File: src/rtl/core/bpsg_pkg.sv
// Shared types, constants and the control-store contents for the balance controller.
// No dependencies; every other file of the block imports this package.
`timescale 1ns / 1ps

package bpsg_pkg;

	// fixed-point formats
	localparam int GAIN_FRAC_BITS  = 8;
	localparam int ANGLE_FRAC_BITS = 12;
	localparam int SPEED_FRAC_BITS = 8;
	localparam int RAD_TO_DEG_Q16  = 3754937;
	localparam int GAIN_ROUND      = (1 << GAIN_FRAC_BITS) - 1;

	// 1000 = 125 * 2^3: the odd factor goes through the divider, the rest is a shift
	localparam int INT_SHIFT = 3 + GAIN_FRAC_BITS;
	localparam int SPD_SHIFT = 3 + 16 + ANGLE_FRAC_BITS - SPEED_FRAC_BITS;

	// datapath widths
	localparam int PROD_W = 63;
	localparam int ACC_W  = 45;
	localparam int SUM_W  = 50;

	// divide-by-125 unit
	localparam int DIV_W          = 48;
	localparam int DIV_RADIX_BITS = 8;
	localparam int DIV_ITERS      = DIV_W / DIV_RADIX_BITS;
	localparam int DIV_REM_W      = 7;
	localparam int DIV_CNT_W      = $clog2(DIV_ITERS);
	localparam logic [DIV_REM_W:0] DIV_K = 8'd125;

	// configuration port
	localparam int ADDR_W = 5;
	typedef logic [2:0] reg_idx_t;
	localparam reg_idx_t REG_PROP_GAIN   = 3'd0;
	localparam reg_idx_t REG_INT_GAIN    = 3'd1;
	localparam reg_idx_t REG_DERIV_GAIN  = 3'd2;
	localparam reg_idx_t REG_ENTER_LIMIT = 3'd3;
	localparam reg_idx_t REG_EXIT_LIMIT  = 3'd4;
	localparam reg_idx_t REG_GUARD_ANGLE = 3'd5;
	localparam reg_idx_t REG_SPEED_CLAMP = 3'd6;

	localparam logic signed [31:0] PROP_GAIN_RST   = -32'sd1100800;
	localparam logic signed [31:0] INT_GAIN_RST    = 32'sd0;
	localparam logic signed [31:0] DERIV_GAIN_RST  = -32'sd81920;
	localparam logic [14:0]        ENTER_LIMIT_RST = 15'd32767;
	localparam logic [14:0]        EXIT_LIMIT_RST  = 15'd0;
	localparam logic [14:0]        GUARD_ANGLE_RST = 15'd0;
	localparam logic [22:0]        SPEED_CLAMP_RST = 23'd8388607;

	typedef struct packed {
		logic               command;
		logic signed [15:0] tilt_angle;
		logic signed [19:0] tilt_rate;
		logic signed [15:0] wheel_speed;
		logic [7:0]         elapsed_ms;
	} sample_t;

	typedef struct packed {
		logic signed [23:0] speed_setpoint;
		logic signed [15:0] angle_setpoint;
		logic               guard_active;
		logic signed [31:0] accel_demand;
	} result_t;

	typedef struct packed {
		logic signed [31:0] prop_gain;
		logic signed [31:0] integral_gain;
		logic signed [31:0] deriv_gain;
		logic [14:0]        speed_enter_limit;
		logic [14:0]        speed_exit_limit;
		logic [14:0]        guard_angle;
		logic [22:0]        speed_clamp;
	} cfg_t;

	// datapath operations, one per control word
	typedef enum logic [4:0] {
		OP_NOP,
		OP_GUARD,
		OP_ERR,
		OP_MUL_EMS,
		OP_MUL_KI,
		OP_LOAD_INT,
		OP_DIV,
		OP_ISUM,
		OP_MUL_KP,
		OP_PTERM,
		OP_MUL_KD,
		OP_DTERM,
		OP_SAT,
		OP_MUL_RM,
		OP_MUL_AR,
		OP_LOAD_SPD,
		OP_SPD,
		OP_EMIT
	} op_t;

	// sequencing of the step counter
	typedef enum logic [2:0] {
		SQ_NEXT,
		SQ_WAIT_IN,
		SQ_BR_RESTART,
		SQ_LOOP_DIV,
		SQ_WAIT_OUT
	} seq_t;

	typedef logic [4:0] step_t;
	localparam step_t ST_FETCH    = 5'd0;
	localparam step_t ST_GUARD    = 5'd1;
	localparam step_t ST_ERR      = 5'd2;
	localparam step_t ST_MUL_EMS  = 5'd3;
	localparam step_t ST_MUL_KI   = 5'd4;
	localparam step_t ST_LOAD_INT = 5'd5;
	localparam step_t ST_DIV_INT  = 5'd6;
	localparam step_t ST_ISUM     = 5'd7;
	localparam step_t ST_MUL_KP   = 5'd8;
	localparam step_t ST_PTERM    = 5'd9;
	localparam step_t ST_MUL_KD   = 5'd10;
	localparam step_t ST_DTERM    = 5'd11;
	localparam step_t ST_SAT      = 5'd12;
	localparam step_t ST_MUL_RM   = 5'd13;
	localparam step_t ST_MUL_AR   = 5'd14;
	localparam step_t ST_LOAD_SPD = 5'd15;
	localparam step_t ST_DIV_SPD  = 5'd16;
	localparam step_t ST_SPD      = 5'd17;
	localparam step_t ST_EMIT     = 5'd18;

	typedef struct packed {
		op_t   op;
		seq_t  seq;
		step_t target;
	} uword_t;

	typedef struct packed {
		op_t  op;
		logic take;
		logic emit;
	} ctl_t;

	typedef struct packed {
		logic restart;
		logic div_last;
		logic out_free;
	} status_t;

	typedef struct packed {
		logic load;
		logic step;
	} div_ctl_t;

	// control store
	function automatic uword_t ucode(input step_t s);
		uword_t w;
		w = '{op: OP_NOP, seq: SQ_NEXT, target: ST_FETCH};
		unique case (s)
			ST_FETCH:    w = '{op: OP_NOP,      seq: SQ_WAIT_IN,    target: ST_FETCH};
			ST_GUARD:    w = '{op: OP_GUARD,    seq: SQ_BR_RESTART, target: ST_EMIT};
			ST_ERR:      w = '{op: OP_ERR,      seq: SQ_NEXT,       target: ST_FETCH};
			ST_MUL_EMS:  w = '{op: OP_MUL_EMS,  seq: SQ_NEXT,       target: ST_FETCH};
			ST_MUL_KI:   w = '{op: OP_MUL_KI,   seq: SQ_NEXT,       target: ST_FETCH};
			ST_LOAD_INT: w = '{op: OP_LOAD_INT, seq: SQ_NEXT,       target: ST_FETCH};
			ST_DIV_INT:  w = '{op: OP_DIV,      seq: SQ_LOOP_DIV,   target: ST_FETCH};
			ST_ISUM:     w = '{op: OP_ISUM,     seq: SQ_NEXT,       target: ST_FETCH};
			ST_MUL_KP:   w = '{op: OP_MUL_KP,   seq: SQ_NEXT,       target: ST_FETCH};
			ST_PTERM:    w = '{op: OP_PTERM,    seq: SQ_NEXT,       target: ST_FETCH};
			ST_MUL_KD:   w = '{op: OP_MUL_KD,   seq: SQ_NEXT,       target: ST_FETCH};
			ST_DTERM:    w = '{op: OP_DTERM,    seq: SQ_NEXT,       target: ST_FETCH};
			ST_SAT:      w = '{op: OP_SAT,      seq: SQ_NEXT,       target: ST_FETCH};
			ST_MUL_RM:   w = '{op: OP_MUL_RM,   seq: SQ_NEXT,       target: ST_FETCH};
			ST_MUL_AR:   w = '{op: OP_MUL_AR,   seq: SQ_NEXT,       target: ST_FETCH};
			ST_LOAD_SPD: w = '{op: OP_LOAD_SPD, seq: SQ_NEXT,       target: ST_FETCH};
			ST_DIV_SPD:  w = '{op: OP_DIV,      seq: SQ_LOOP_DIV,   target: ST_FETCH};
			ST_SPD:      w = '{op: OP_SPD,      seq: SQ_NEXT,       target: ST_FETCH};
			ST_EMIT:     w = '{op: OP_EMIT,     seq: SQ_WAIT_OUT,   target: ST_FETCH};
			default:     w = '{op: OP_NOP,      seq: SQ_NEXT,       target: ST_FETCH};
		endcase
		return w;
	endfunction

endpackage

File: src/rtl/core/bpsg_regs.sv
// Configuration register file behind the APB-style port.
// Depends on bpsg_pkg for the register map, reset values and cfg_t.
`timescale 1ns / 1ps

module bpsg_regs (
	input  logic                        clk,
	input  logic                        arst_n,
	input  logic                        psel,
	input  logic                        penable,
	input  logic                        pwrite,
	input  logic [bpsg_pkg::ADDR_W-1:0] paddr,
	input  logic [31:0]                 pwdata,
	output logic [31:0]                 prdata,
	output logic                        pready,
	output bpsg_pkg::cfg_t              cfg
);
	import bpsg_pkg::*;

	cfg_t     cfg_q;
	reg_idx_t idx;

	assign idx    = paddr[ADDR_W-1:2];
	assign pready = 1'b1;
	assign cfg    = cfg_q;

	always_ff @(posedge clk or negedge arst_n) begin
		if (!arst_n) begin
			cfg_q.prop_gain         <= PROP_GAIN_RST;
			cfg_q.integral_gain     <= INT_GAIN_RST;
			cfg_q.deriv_gain        <= DERIV_GAIN_RST;
			cfg_q.speed_enter_limit <= ENTER_LIMIT_RST;
			cfg_q.speed_exit_limit  <= EXIT_LIMIT_RST;
			cfg_q.guard_angle       <= GUARD_ANGLE_RST;
			cfg_q.speed_clamp       <= SPEED_CLAMP_RST;
		end else if (psel && penable && pwrite) begin
			unique case (idx)
				REG_PROP_GAIN:   cfg_q.prop_gain         <= $signed(pwdata);
				REG_INT_GAIN:    cfg_q.integral_gain     <= $signed(pwdata);
				REG_DERIV_GAIN:  cfg_q.deriv_gain        <= $signed(pwdata);
				REG_ENTER_LIMIT: cfg_q.speed_enter_limit <= pwdata[14:0];
				REG_EXIT_LIMIT:  cfg_q.speed_exit_limit  <= pwdata[14:0];
				REG_GUARD_ANGLE: cfg_q.guard_angle       <= pwdata[14:0];
				REG_SPEED_CLAMP: cfg_q.speed_clamp       <= pwdata[22:0];
				default: ;
			endcase
		end
	end

	always_comb begin
		unique case (idx)
			REG_PROP_GAIN:   prdata = cfg_q.prop_gain;
			REG_INT_GAIN:    prdata = cfg_q.integral_gain;
			REG_DERIV_GAIN:  prdata = cfg_q.deriv_gain;
			REG_ENTER_LIMIT: prdata = {17'd0, cfg_q.speed_enter_limit};
			REG_EXIT_LIMIT:  prdata = {17'd0, cfg_q.speed_exit_limit};
			REG_GUARD_ANGLE: prdata = {17'd0, cfg_q.guard_angle};
			REG_SPEED_CLAMP: prdata = {9'd0, cfg_q.speed_clamp};
			default:         prdata = 32'd0;
		endcase
	end

endmodule

File: src/rtl/core/bpsg_div.sv
// Divide-by-125 unit: restoring division, eight quotient bits per step.
// Depends on bpsg_pkg for widths and div_ctl_t.
`timescale 1ns / 1ps

module bpsg_div (
	input  logic                       clk,
	input  logic                       arst_n,
	input  bpsg_pkg::div_ctl_t         ctl,
	input  logic [bpsg_pkg::DIV_W-1:0] dividend,
	output logic [bpsg_pkg::DIV_W-1:0] quotient,
	output logic                       last
);
	import bpsg_pkg::*;

	logic [DIV_W-1:0]     q_q;
	logic [DIV_REM_W-1:0] rem_q;
	logic [DIV_CNT_W-1:0] cnt_q;
	logic [DIV_W-1:0]     q_nxt;
	logic [DIV_REM_W-1:0] rem_nxt;

	// dividend shifts out the top while quotient bits shift in below
	always_comb begin
		logic [DIV_REM_W:0] trial;
		q_nxt   = q_q;
		rem_nxt = rem_q;
		for (int i = 0; i < DIV_RADIX_BITS; i++) begin
			trial = {rem_nxt, q_nxt[DIV_W-1]};
			q_nxt = {q_nxt[DIV_W-2:0], 1'b0};
			if (trial >= DIV_K) begin
				rem_nxt  = DIV_REM_W'(trial - DIV_K);
				q_nxt[0] = 1'b1;
			end else begin
				rem_nxt = trial[DIV_REM_W-1:0];
			end
		end
	end

	always_ff @(posedge clk or negedge arst_n) begin
		if (!arst_n) begin
			cnt_q <= '0;
		end else if (ctl.load) begin
			cnt_q <= '0;
		end else if (ctl.step) begin
			cnt_q <= DIV_CNT_W'(cnt_q + 1'b1);
		end
	end

	always_ff @(posedge clk) begin
		if (ctl.load) begin
			q_q   <= dividend;
			rem_q <= '0;
		end else if (ctl.step) begin
			q_q   <= q_nxt;
			rem_q <= rem_nxt;
		end
	end

	assign quotient = q_q;
	assign last     = (cnt_q == DIV_CNT_W'(DIV_ITERS - 1));

endmodule

File: src/rtl/core/bpsg_datapath.sv
// Datapath: speed guard, shared multiplier, PID accumulation, speed target and result register.
// Depends on bpsg_pkg and bpsg_div.
`timescale 1ns / 1ps

module bpsg_datapath (
	input  logic                clk,
	input  logic                arst_n,
	input  bpsg_pkg::cfg_t      cfg,
	input  bpsg_pkg::ctl_t      ctl,
	output bpsg_pkg::status_t   status,
	input  bpsg_pkg::sample_t   sample,
	output logic                result_valid,
	input  logic                result_ready,
	output bpsg_pkg::result_t   result
);
	import bpsg_pkg::*;

	sample_t                   item_q;
	logic                      guard_q;
	logic signed [15:0]        atgt_q;
	logic signed [16:0]        err_q;
	logic signed [PROD_W-1:0]  prod_q;
	logic                      neg_q;
	logic signed [31:0]        isum_q;
	logic signed [ACC_W-1:0]   acc_q;
	logic signed [31:0]        accel_q;
	logic signed [23:0]        spd_q;
	result_t                   result_q;
	logic                      result_valid_q;

	logic                      guard_nxt;
	logic signed [15:0]        atgt_nxt;
	logic signed [31:0]        mul_a;
	logic signed [30:0]        mul_b;
	logic signed [PROD_W-1:0]  mul_p;
	logic                      mul_en;
	logic [PROD_W-1:0]         prod_mag;
	logic [DIV_W-1:0]          div_in;
	logic [DIV_W-1:0]          div_q;
	logic                      div_last;
	div_ctl_t                  div_ctl;
	logic signed [PROD_W-1:0]  prod_bias;
	logic signed [PROD_W-1:0]  prod_scaled;
	logic signed [ACC_W-1:0]   gterm;
	logic signed [SUM_W-1:0]   qterm;
	logic signed [SUM_W-1:0]   isum_sum;
	logic signed [SUM_W-1:0]   spd_sum;
	logic signed [SUM_W-1:0]   spd_lim;
	logic signed [23:0]        spd_nxt;
	logic                      out_free;

	function automatic logic signed [31:0] sat32(input logic signed [SUM_W-1:0] x);
		if (x[SUM_W-1:31] == {(SUM_W - 31){x[31]}})
			return x[31:0];
		else if (x[SUM_W-1])
			return 32'sh8000_0000;
		else
			return 32'sh7FFF_FFFF;
	endfunction

	// speed guard with hysteresis; exit test runs after entry
	always_comb begin
		logic signed [16:0] wheel;
		logic signed [16:0] enter;
		logic signed [16:0] mag;
		wheel     = 17'(item_q.wheel_speed);
		enter     = $signed({2'b00, cfg.speed_enter_limit});
		mag       = wheel[16] ? -wheel : wheel;
		guard_nxt = guard_q;
		atgt_nxt  = atgt_q;
		if (!guard_q && wheel > enter) begin
			guard_nxt = 1'b1;
			atgt_nxt  = -$signed({1'b0, cfg.guard_angle});
		end else if (!guard_q && wheel < -enter) begin
			guard_nxt = 1'b1;
			atgt_nxt  = $signed({1'b0, cfg.guard_angle});
		end else if (!guard_q) begin
			atgt_nxt = '0;
		end
		if (guard_nxt && mag < $signed({2'b00, cfg.speed_exit_limit})) begin
			guard_nxt = 1'b0;
			atgt_nxt  = '0;
		end
	end

	// operand select for the shared multiplier
	always_comb begin
		mul_a  = '0;
		mul_b  = '0;
		mul_en = 1'b1;
		unique case (ctl.op)
			OP_MUL_EMS: begin
				mul_a = 32'(err_q);
				mul_b = $signed({23'd0, item_q.elapsed_ms});
			end
			OP_MUL_KI: begin
				mul_a = cfg.integral_gain;
				mul_b = $signed(prod_q[30:0]);
			end
			OP_MUL_KP: begin
				mul_a = cfg.prop_gain;
				mul_b = 31'(err_q);
			end
			OP_MUL_KD: begin
				mul_a = cfg.deriv_gain;
				mul_b = 31'(item_q.tilt_rate);
			end
			OP_MUL_RM: begin
				mul_a = 32'(RAD_TO_DEG_Q16);
				mul_b = $signed({23'd0, item_q.elapsed_ms});
			end
			OP_MUL_AR: begin
				mul_a = accel_q;
				mul_b = $signed(prod_q[30:0]);
			end
			default: mul_en = 1'b0;
		endcase
	end

	assign mul_p = mul_a * mul_b;

	// gain products: divide by 2^GAIN_FRAC_BITS, toward zero
	assign prod_bias   = prod_q + (prod_q[PROD_W-1] ? PROD_W'(GAIN_ROUND) : PROD_W'(0));
	assign prod_scaled = prod_bias >>> GAIN_FRAC_BITS;
	assign gterm       = prod_scaled[ACC_W-1:0];

	// magnitude feeds the divider, sign is reapplied afterwards
	assign prod_mag = prod_q[PROD_W-1] ? PROD_W'(-prod_q) : PROD_W'(prod_q);
	assign div_in   = (ctl.op == OP_LOAD_INT) ? DIV_W'(prod_mag >> INT_SHIFT)
	                                          : DIV_W'(prod_mag >> SPD_SHIFT);
	assign div_ctl.load = (ctl.op == OP_LOAD_INT) || (ctl.op == OP_LOAD_SPD);
	assign div_ctl.step = (ctl.op == OP_DIV);

	bpsg_div u_div (
		.clk      (clk),
		.arst_n   (arst_n),
		.ctl      (div_ctl),
		.dividend (div_in),
		.quotient (div_q),
		.last     (div_last)
	);

	assign qterm    = neg_q ? -SUM_W'($signed({1'b0, div_q})) : SUM_W'($signed({1'b0, div_q}));
	assign isum_sum = SUM_W'(isum_q) + qterm;
	assign spd_sum  = SUM_W'(spd_q) + qterm;
	assign spd_lim  = SUM_W'($signed({1'b0, cfg.speed_clamp}));

	always_comb begin
		if (spd_sum > spd_lim)
			spd_nxt = spd_lim[23:0];
		else if (spd_sum < -spd_lim)
			spd_nxt = 24'(-spd_lim);
		else
			spd_nxt = spd_sum[23:0];
	end

	assign out_free = !result_valid_q || result_ready;

	// state and control registers
	always_ff @(posedge clk or negedge arst_n) begin
		if (!arst_n) begin
			guard_q        <= 1'b0;
			atgt_q         <= '0;
			isum_q         <= '0;
			spd_q          <= '0;
			accel_q        <= '0;
			result_valid_q <= 1'b0;
		end else begin
			unique case (ctl.op)
				OP_GUARD: begin
					if (item_q.command) begin
						guard_q <= 1'b0;
						atgt_q  <= '0;
						isum_q  <= '0;
						spd_q   <= '0;
						accel_q <= '0;
					end else begin
						guard_q <= guard_nxt;
						atgt_q  <= atgt_nxt;
					end
				end
				OP_ISUM: isum_q  <= sat32(isum_sum);
				OP_SAT:  accel_q <= sat32(SUM_W'(acc_q));
				OP_SPD:  spd_q   <= spd_nxt;
				default: ;
			endcase
			if (ctl.emit)
				result_valid_q <= 1'b1;
			else if (result_ready)
				result_valid_q <= 1'b0;
		end
	end

	// payload registers
	always_ff @(posedge clk) begin
		if (ctl.take)
			item_q <= sample;
		if (mul_en)
			prod_q <= mul_p;
		if (div_ctl.load)
			neg_q <= prod_q[PROD_W-1];
		unique case (ctl.op)
			OP_ERR:   err_q <= 17'(atgt_q) - 17'(item_q.tilt_angle);
			OP_PTERM: acc_q <= gterm + ACC_W'(isum_q);
			OP_DTERM: acc_q <= acc_q - gterm;
			default: ;
		endcase
		if (ctl.emit) begin
			result_q.speed_setpoint <= spd_q;
			result_q.angle_setpoint <= atgt_q;
			result_q.guard_active   <= guard_q;
			result_q.accel_demand   <= accel_q;
		end
	end

	assign status.restart  = item_q.command;
	assign status.div_last = div_last;
	assign status.out_free = out_free;
	assign result_valid    = result_valid_q;
	assign result          = result_q;

	a_guard_target: assert property (@(posedge clk) disable iff (!arst_n)
		!guard_q |-> atgt_q == 16'sd0)
		else $error("angle target nonzero while guard is off");

	a_speed_clamped: assert property (@(posedge clk) disable iff (!arst_n)
		ctl.op == OP_SPD |=>
			(spd_q <= $signed({1'b0, $past(cfg.speed_clamp)})) &&
			(spd_q >= -$signed({1'b0, $past(cfg.speed_clamp)})))
		else $error("speed target outside clamp");

	a_restart_clears: assert property (@(posedge clk) disable iff (!arst_n)
		(ctl.op == OP_GUARD && item_q.command) |=>
			(!guard_q && isum_q == 32'sd0 && spd_q == 24'sd0 && accel_q == 32'sd0))
		else $error("restart left state behind");

endmodule

File: src/rtl/core/bpsg_useq.sv
// Microcode sequencer: step counter, control-store lookup and branch logic.
// Depends on bpsg_pkg for the control store and control/status structs.
`timescale 1ns / 1ps

module bpsg_useq (
	input  logic              clk,
	input  logic              arst_n,
	input  logic              sample_valid,
	output logic              sample_ready,
	input  bpsg_pkg::status_t status,
	output bpsg_pkg::ctl_t    ctl
);
	import bpsg_pkg::*;

	step_t  step_q;
	step_t  step_nxt;
	step_t  step_inc;
	uword_t cw;

	assign cw       = ucode(step_q);
	assign step_inc = step_t'(step_q + 1'b1);

	assign sample_ready = (step_q == ST_FETCH);
	assign ctl.op       = cw.op;
	assign ctl.take     = sample_valid && sample_ready;
	assign ctl.emit     = (cw.seq == SQ_WAIT_OUT) && status.out_free;

	always_comb begin
		unique case (cw.seq)
			SQ_NEXT:       step_nxt = step_inc;
			SQ_WAIT_IN:    step_nxt = sample_valid ? step_inc : step_q;
			SQ_BR_RESTART: step_nxt = status.restart ? cw.target : step_inc;
			SQ_LOOP_DIV:   step_nxt = status.div_last ? step_inc : step_q;
			SQ_WAIT_OUT:   step_nxt = status.out_free ? cw.target : step_q;
			default:       step_nxt = ST_FETCH;
		endcase
	end

	always_ff @(posedge clk or negedge arst_n) begin
		if (!arst_n)
			step_q <= ST_FETCH;
		else
			step_q <= step_nxt;
	end

endmodule

File: src/rtl/core/balance_pid_with_speed_guard.sv
// Balance controller: PID on tilt angle with a hysteresis speed guard and speed target.
// Top level; depends on bpsg_pkg, bpsg_regs, bpsg_useq, bpsg_datapath (with bpsg_div).
//
// Usage
//   sample channel (sample_valid/sample_ready/sample): one item per control tick.
//   command 0 runs a compute step, command 1 clears the controller state.
//   result channel (result_valid/result_ready/result): one result item per sample item.
//   APB port: seven 32-bit registers at 4*i, write whenever no item is in flight.
// Sequencing
//   A compute item runs through 17 microcode steps, fetch included, and the two
//   divide loops, which step the divider until it flags its last step; the six
//   products share the single 32x31 multiplier. The next item is accepted only
//   when the sequencer is back on the fetch step. The result is registered on
//   the emit step. A restart item goes from the fetch step through the guard step
//   straight to the emit step.
// Reset
//   arst_n clears the state (guard, target, integral, speed target), loads the
//   register reset values and parks the sequencer on the fetch step.
// Back-pressure
//   The result sits in an output register. While it waits, the next item is accepted
//   and computed; the sequencer holds on its emit step until the slot is free.
`timescale 1ns / 1ps

module balance_pid_with_speed_guard (
	input  logic                        clk,
	input  logic                        arst_n,
	// configuration
	input  logic                        psel,
	input  logic                        penable,
	input  logic                        pwrite,
	input  logic [bpsg_pkg::ADDR_W-1:0] paddr,
	input  logic [31:0]                 pwdata,
	output logic [31:0]                 prdata,
	output logic                        pready,
	// sample items
	input  logic                        sample_valid,
	output logic                        sample_ready,
	input  bpsg_pkg::sample_t           sample,
	// result items
	output logic                        result_valid,
	input  logic                        result_ready,
	output bpsg_pkg::result_t           result
);
	import bpsg_pkg::*;

	cfg_t    cfg;
	ctl_t    ctl;
	status_t status;

	// register file
	bpsg_regs u_regs (
		.clk     (clk),
		.arst_n  (arst_n),
		.psel    (psel),
		.penable (penable),
		.pwrite  (pwrite),
		.paddr   (paddr),
		.pwdata  (pwdata),
		.prdata  (prdata),
		.pready  (pready),
		.cfg     (cfg)
	);

	// step counter and control store; owns the sample handshake
	bpsg_useq u_useq (
		.clk          (clk),
		.arst_n       (arst_n),
		.sample_valid (sample_valid),
		.sample_ready (sample_ready),
		.status       (status),
		.ctl          (ctl)
	);

	// guard, multiplier, divider, accumulators and the output register
	bpsg_datapath u_dp (
		.clk          (clk),
		.arst_n       (arst_n),
		.cfg          (cfg),
		.ctl          (ctl),
		.status       (status),
		.sample       (sample),
		.result_valid (result_valid),
		.result_ready (result_ready),
		.result       (result)
	);

endmodule
File: config.mk
export PLATFORM = sky130hd
export DESIGN_NAME = balance_pid_with_speed_guard
export DESIGN_NICKNAME = d
export VERILOG_FILES = /design/src/rtl/core/bpsg_pkg.sv /design/src/rtl/core/bpsg_regs.sv /design/src/rtl/core/bpsg_div.sv /design/src/rtl/core/bpsg_datapath.sv /design/src/rtl/core/bpsg_useq.sv /design/src/rtl/core/balance_pid_with_speed_guard.sv
export SDC_FILE = /design/constraint.sdc
export NUM_CORES = 2
export LEC_CHECK = 0
export BUFFER_PORTS_ARGS = -buffer_cell sky130_fd_sc_hd__buf_2
export CORE_MARGIN = 5
export CORE_UTILIZATION = 30
export CTS_CLUSTER_SIZE = 20
export DETAILED_ROUTE_END_ITERATION = 6
export SLEW_MARGIN = 0
export SYNTH_ARGS = -nofsm -noshare
export SYNTH_HDL_FRONTEND = slang
export SYNTH_SLANG_ARGS = --single-unit
File: constraint.sdc
create_clock -name clk -period 24.3 [get_ports clk]
set_clock_uncertainty 0.1 [all_clocks]
set_input_delay 1.215 -clock clk [delete_from_list [all_inputs] [get_ports clk]]
set_output_delay 1.215 -clock clk [all_outputs]
set_load 0.02 [all_outputs]
; ---- Yosys cells after proc, flatten, opt, wreduce, memory -nomap -nowiden
; Memory sizes are Yosys's and may differ from the RTL's.
; Index checks and enable logic that the tools add are counted.
[word_totals]
ff_bits = 593
romBits = 320
in_bits = 105
out_inout_bits = 108
word_cells = 193
n_memories = 1
[op_classes]
add_sub_neg = 22
multipliers = 1
n_lt_le_gt_ge = 13
n_eq_ne = 34
mux = 57
n_reduce_logical = 35
[mem_list]
columns = name, depth, word_bits, rd, rd_clocked_by_memory_dff, write_ports, line_no
row1 = (no name shown), 32, 10, 1, 0, 0, bpsg_pkg.sv:154  ; unique case (s)
[ops]
columns = cell, n
row1 = one-hot mux 32 bit (7 select lines), 1
row2 = one-hot mux 32 bit (6 select lines), 1
row3 = two-way mux 32 bit, 5
row4 = two-way mux 48 bit, 3
row5 = one-hot mux 32 bit (2 select lines), 2
row6 = one-hot mux 31 bit (4 select lines), 1
row7 = one-hot mux 45 bit (2 select lines), 1
row8 = two-way mux 16 bit, 5
row9 = two-way mux 24 bit, 3
row10 = ">= comparator 8 x 7 -> 1 bit, second input constant", 8
row11 = multiplier 32 x 31 -> 63 bit, 1
row12 = two-way mux 63 bit, 1
row13 = negator 63 bit, 1
row14 = two-way mux 7 bit, 8
row15 = "subtractor 7 bit, second input constant", 8
row16 = adder 53 bit, 1
row17 = adder 24 x 50 -> 50 bit, 1
row18 = adder 32 x 50 -> 50 bit, 1
row19 = greater-than comparator 50 x 24 -> 1 bit, 1
row20 = < comparator 50 bit, 1
row21 = two-way mux 50 bit, 1
row22 = negator 23 -> 50 bit, 1
row23 = negator 48 -> 50 bit, 1
row24 = one-hot mux 24 bit (2 select lines), 1
row25 = 39 further kinds, 104

; ---- Depth between registers and ports, before layout
[depth]
depth_word = 18
mapped_depth = 48
mapped_depth_nobuf = 43

; ---- Hierarchy
; Synthesis repeated with hierarchy kept, for this count alone.
[unflattened]
cells_unflattened = 8755
hier_area_um2 = 80534.7
[by_module_without_submodules]
columns = mod, n_inst, cells_per_inst, area_each_um2, seq_area_each_um2
row1 = bpsg_datapath, 1, 7680, 67628.6, 10460.0
row2 = bpsg_regs, 1, 552, 7647.3, 4195.3
row3 = bpsg_div, 1, 467, 4773.3, 1656.6
row4 = bpsg_useq, 1, 56, 485.5, 125.1

; ---- Worst setup path before layout
; OpenSTA, ideal clock, no wires.
[synth_path]
kind = reg-to-reg
start = register u_useq.step_q[2]
end = register u_dp.prod_q[61], data pin
setup_ps = 264
arrival_time_ps = 10269
setup_slack_ps = 13667
stages_incl_launch_ff = 39
path_buffers = 4
path_cell_list = dfrtp_1 clkbuf_1 nand3b_1 nor3_1 or2_2 clkbuf_1 buf_1 nand2_1 o21ai_1 clkbuf_1 nand2_1 fa_1 inv_1 fa_1 inv_1 fa_1 fa_1 inv_1 [3 not listed] inv_1 fa_1 inv_1 ha_1 a211o_1 or3b_2 a21oi_1 o31ai_1 a2111oi_0 o21ai_0 a31o_2 a41o_1 o2111ai_1 nand3_1 a21oi_1 o21ai_0 a221oi_1 xnor2_1
[synth_between]
elab_chain_len = 5
elab_cells_between_ends = 12
[synth_lines]
columns = item, line_no
row1 = "start, declared", bpsg_useq.sv:15  ; step_t step_q;
row2 = "start signal, assigned", bpsg_useq.sv:43  ; step_q <= step_nxt;
row3 = memory (32 x 10 bit) (*), n/a
row4 = "equality test 5 x 3 -> 1 bit, or another cell as far along", bpsg_datapath.sv:91  ; unique case (ctl.op)
row5 = OR reduction 2 bit (no line), n/a
row6 = one-hot mux 31 bit (4 select lines), bpsg_datapath.sv:91
row7 = multiplier 32 x 31 -> 63 bit (*), bpsg_datapath.sv:120  ; assign mul_p = mul_a * mul_b;
row8 = net u_dp.mul_p[61], bpsg_datapath.sv:35  ; logic signed [PROD_W-1:0] mul_p;
row9 = "end signal, assigned", bpsg_datapath.sv:199  ; prod_q <= mul_p;
row10 = "end, declared", bpsg_datapath.sv:22  ; logic signed [PROD_W-1:0] prod_q;
; The timed path passes the listed nets; every way through them passes the cells marked *.
; A chain may end at the register's enable or synchronous reset.

; ---- Worst setup path in the final report
[layout_path]
start = register u_useq.step_q[1]
end = register u_dp.prod_q[61], data pin
; Same word-level chain as after synthesis.

==> summary.txt <==
Final layout
  • Final net count: 10386
  • Fillers: 26665
  • Layout cells sized above 1: 9.67%
  • Multi-input logic area: 56000 sq um
  • Register area: 16400 sq um
  • P&R area growth vs syn: 10.4%

Die
  • Die Y: 521 microns
  • FP Rows: 187
  • Starting density of the core: 30.2%
  • # IOs: 213
  • Die width: 521 microns
  • Core area: 260000 sq um
  • Die area: 272000 sq um

Critical path
  • Max incr delay on CP: 900 ps
  • CP most frequent cell: fa_1
  • Slowest CP cell: a21o_1
  • Crit Path Max Fanout: 43
  • Worst Setup Start Kind: flip-flop
  • CP endpoint kind: flip-flop
  • Crit path arrival time: 13550 ps
  • Reg2reg path depth: 37
  • Crit Path Class: flip-flop to flip-flop
  • Crit path required time: 24630 ps

Detailed routing
  • 1st-pass router iterations: 7
  • Drt total wl: 290000 microns
  • Number of routed nets with antenna violations: 0
  • Vias per inst: 5.34
  • Drt wl/cell: 23.7 microns
  • DR iter-0 viols: 6329
  • DRC violations left: 0
  • Vias: 65499

Yosys
  • Top_reg_cell synth: edfxtp_1
  • Syn avg cell area: 9.09 sq um
  • Synth cell types: 109
  • Synthesis Warnings: 0
  • #FFs+latches synth: 593
  • Sequential area share after synthesis: 21.0%
  • Post-Syn Nets: 10319
  • Synthesized instance count: 8625
  • Syn Std Cell Area: 78400 sq um
  • Asr flop ratio synth: 46.9%
  • Number of enable flip-flop cells after synthesis: 308

Clock tree
  • Max clock buf depth: 3
  • TritonCTS Sinks: 593
  • Post-CTS Setup Bufs: 0
  • CTS Buf Count: 74
  • H-tree depth: 3
  • Clock edge transition at the registers on the reported setup and hold paths: 60 ps
  • CTS tree: yes
  • Worst skew pair latency: 710 ps
  • CTS resizes: 0
  • CTS root buffer: clkbuf_16
  • Post-CTS Hold Buffers: 0

Placed design
  • Final HPWL DP: 229000 microns
  • Routability cong.: 0.990
  • PortBufs: 209

Power
  • Sw Share: 55.0%
  • Gate power share: 70.4%
  • Clock power frac: 10.7%
  • Switching power: 6.19 mW
  • Pint: 5.07 mW
  • Total Power: 11.3 mW
  • Seq pwr share: 18.9%
  • Static Leakage: 40.4 nW
  • VDD IR max: 0.119 mV
  • Power per Cell Area: 130 nW/um^2

STA
  • Hold Vio Cnt, Final: 0
  • RSZ-0062 raised after global routing: false
  • Final slew viol count: 0
  • Final setup violation count: 0
  • Total Neg Setup Slack: 0 ps
  • Worst slew margin: 14.5%
  • Final period util: 54.4%
  • Fin crit period: 13220 ps
  • F_max: 75.6 MHz
  • Slew @ Worst Pin: 1280 ps

Global routing
  • Congestion Overflow GR: 0
  • Pin count of the biggest net entering global routing: 115
  • Vias in the first global route: 65935
  • First-pass GRT wire length: 429000 microns
  • Initial antenna violation count: 40
  • GR Util All Layers: 21.0%

Status
  • Outcome: complete, no violations

Run
  • Max-cap viol count: 0

Hold path
  • Hold depth: 1
  • HP Class: flip-flop to flip-flop
synth_stat cells, drive strengths merged (34+ instances only):
library cell / instances / area [sq um]
a211oi: 35 / 280
a21o: 170 / 1280
a21oi: 339 / 1700
a221oi: 40 / 350
a22oi: 47 / 353
a31oi: 59 / 375
and2: 36 / 225
and3: 57 / 362
buf: 46 / 219
clkbuf: 335 / 1260
dfrtp: 205 / 5130
dfstp: 73 / 1920
edfxtp: 308 / 9250
fa: 1052 / 21100
ha: 537 / 6720
inv: 1293 / 4850
mux2: 130 / 1470
mux2i: 72 / 721
nand2: 998 / 3750
nand2b: 85 / 532
nand3: 126 / 631
nand4: 50 / 313
nor2: 826 / 3100
nor2b: 56 / 350
nor3: 107 / 557
nor4: 38 / 250
o211ai: 34 / 255
o21a: 78 / 586
o21ai: 406 / 2030
o31ai: 47 / 377
or3: 67 / 424
xnor2: 316 / 2770
xor2: 132 / 1160
worst max-delay path: cells and delay by family (launching register included):
kind,cells,cell delay [ps]
flops,1,500
simple gates,4,1050
xor+xnor,1,190
compound gates,14,5120
fa+ha+maj,10,4630
mux,1,220
buf+inv,7,1080
worst paths after layout:
check / from / end / slack [ps]
worst min register to register: u_regs.cfg[76] / u_regs.cfg[76] / 440
worst max-delay path: u_useq.step_q[1] / u_dp.prod_q[61] / 11080
worst max register to register: u_useq.step_q[1] / u_dp.prod_q[61] / 11080
worst min-delay path: u_regs.cfg[76] / u_regs.cfg[76] / 440
max in group asynchronous: arst_n / u_dp.isum_q[29] / 21510
min in group asynchronous: arst_n / u_regs.cfg[79] / 540
sequential cells by signal, summed over array words and instances (netlist names), 3 cells and up:
name / cells
u_dp.isum_q: 32
u_dp.item_q: 60
u_useq.step_q: 5
u_dp.u_div.quotient: 48
u_dp.u_div.cnt_q: 3
u_dp.accel_q: 32
u_dp.acc_q: 45
u_dp.err_q: 17
u_dp.atgt_q: 16
u_dp.spd_q: 24
u_dp.prod_q: 63
u_dp.u_div.rem_q: 7
u_regs.cfg: 164
u_dp.result: 73
placed cells by master, fill, tap and decap left out, types with 35 or more instances in the layout:
| master | instances |
|---|---|
| a31oi_1 | 58 |
| nor2_1 | 818 |
| dfrtp_1 | 205 |
| mux2_2 | 128 |
| fa_1 | 1052 |
| xor2_1 | 132 |
| and3_1 | 56 |
| buf_2 | 208 |
| xnor2_1 | 314 |
| o21ai_0 | 391 |
| or3_1 | 65 |
| edfxtp_1 | 308 |
| ha_1 | 537 |
| nor2b_1 | 56 |
| clkbuf_16 | 76 |
| buf_4 | 163 |
| mux2i_1 | 72 |
| a22oi_1 | 47 |
| and2_1 | 35 |
| nand2b_1 | 85 |
| a21oi_1 | 324 |
| nand2_1 | 998 |
| a21o_1 | 170 |
| o31ai_1 | 44 |
| inv_1 | 1292 |
| nand4_1 | 50 |
| o21a_1 | 78 |
| dfstp_2 | 73 |
| nor3_1 | 96 |
| nand3_1 | 126 |
logic make-up (layout without fill, tap and decap cells):
logic type / Yosys count / after routing / synth area share, %
and+or+nand+nor: 2568 / 2568 / 14.6
buffers and inverters: 1678 / 1805 / 8.10
adders and majority gates: 1589 / 1589 / 35.4
AOI/OAI and AO/OA: 1538 / 1538 / 12.9
DFF: 593 / 593 / 21.0
xor gates and xnor gates: 448 / 448 / 5.01
muxes: 210 / 210 / 3.02
other: 1 / 20 / 0.00478
stage by stage:
step | setup slack [ps] | cell area (sq um) | cells | util [%] | hold slack (ps)
after floorplan | 13670 | 78400 | 8625 | - | 347
after global placement | 11450 | 83900 | 12112 | 32.3 | 406
after detailed placement | 11410 | 83900 | 12112 | 32.3 | 413
after CTS | 11360 | 86500 | 12248 | 33.3 | 434
after global routing | 10850 | 86600 | 12261 | 33.3 | 448
final | 11080 | 86600 | 12267 | 33.3 | 435
cell type report:
cell class / instances / area share [%]
inverter: 1297 / 5.62
timing repair buffer: 372 / 2.63
clock inverter: 45 / 0.616
sequential: 593 / 19.0
clock buffer: 91 / 2.35
antenna: 19 / 0.0549
tap: 3496 / 5.05
multi-input combinational: 6354 / 64.7
metal layers:
metal  GRT usage [%]  vias to the layer above  routed length, microns
met1            27.7                    33061                  117000
li1                -                    28606                       -
met3            4.53                      671                   27900
met2            32.1                     3155                  127000
met4            11.2                        6                   18500
met5               0                        -                      41
power groups by stage:
| stage | Clock, mW | Sequential, mW | Combinational [mW] |
|---|---|---|---|
| 3_3_place_gp | 0 | 2.11 | 7.62 |
| 4_1_cts | 1.22 | 2.10 | 7.81 |
| 5_1_grt | 1.25 | 2.14 | 8.66 |
| 3_5_place_dp | 0 | 2.12 | 7.75 |
| 2_1_floorplan | 0 | 1.75 | 5.47 |
| 6_report | 1.20 | 2.13 | 7.93 |
(Power assumes the default switching activity.)
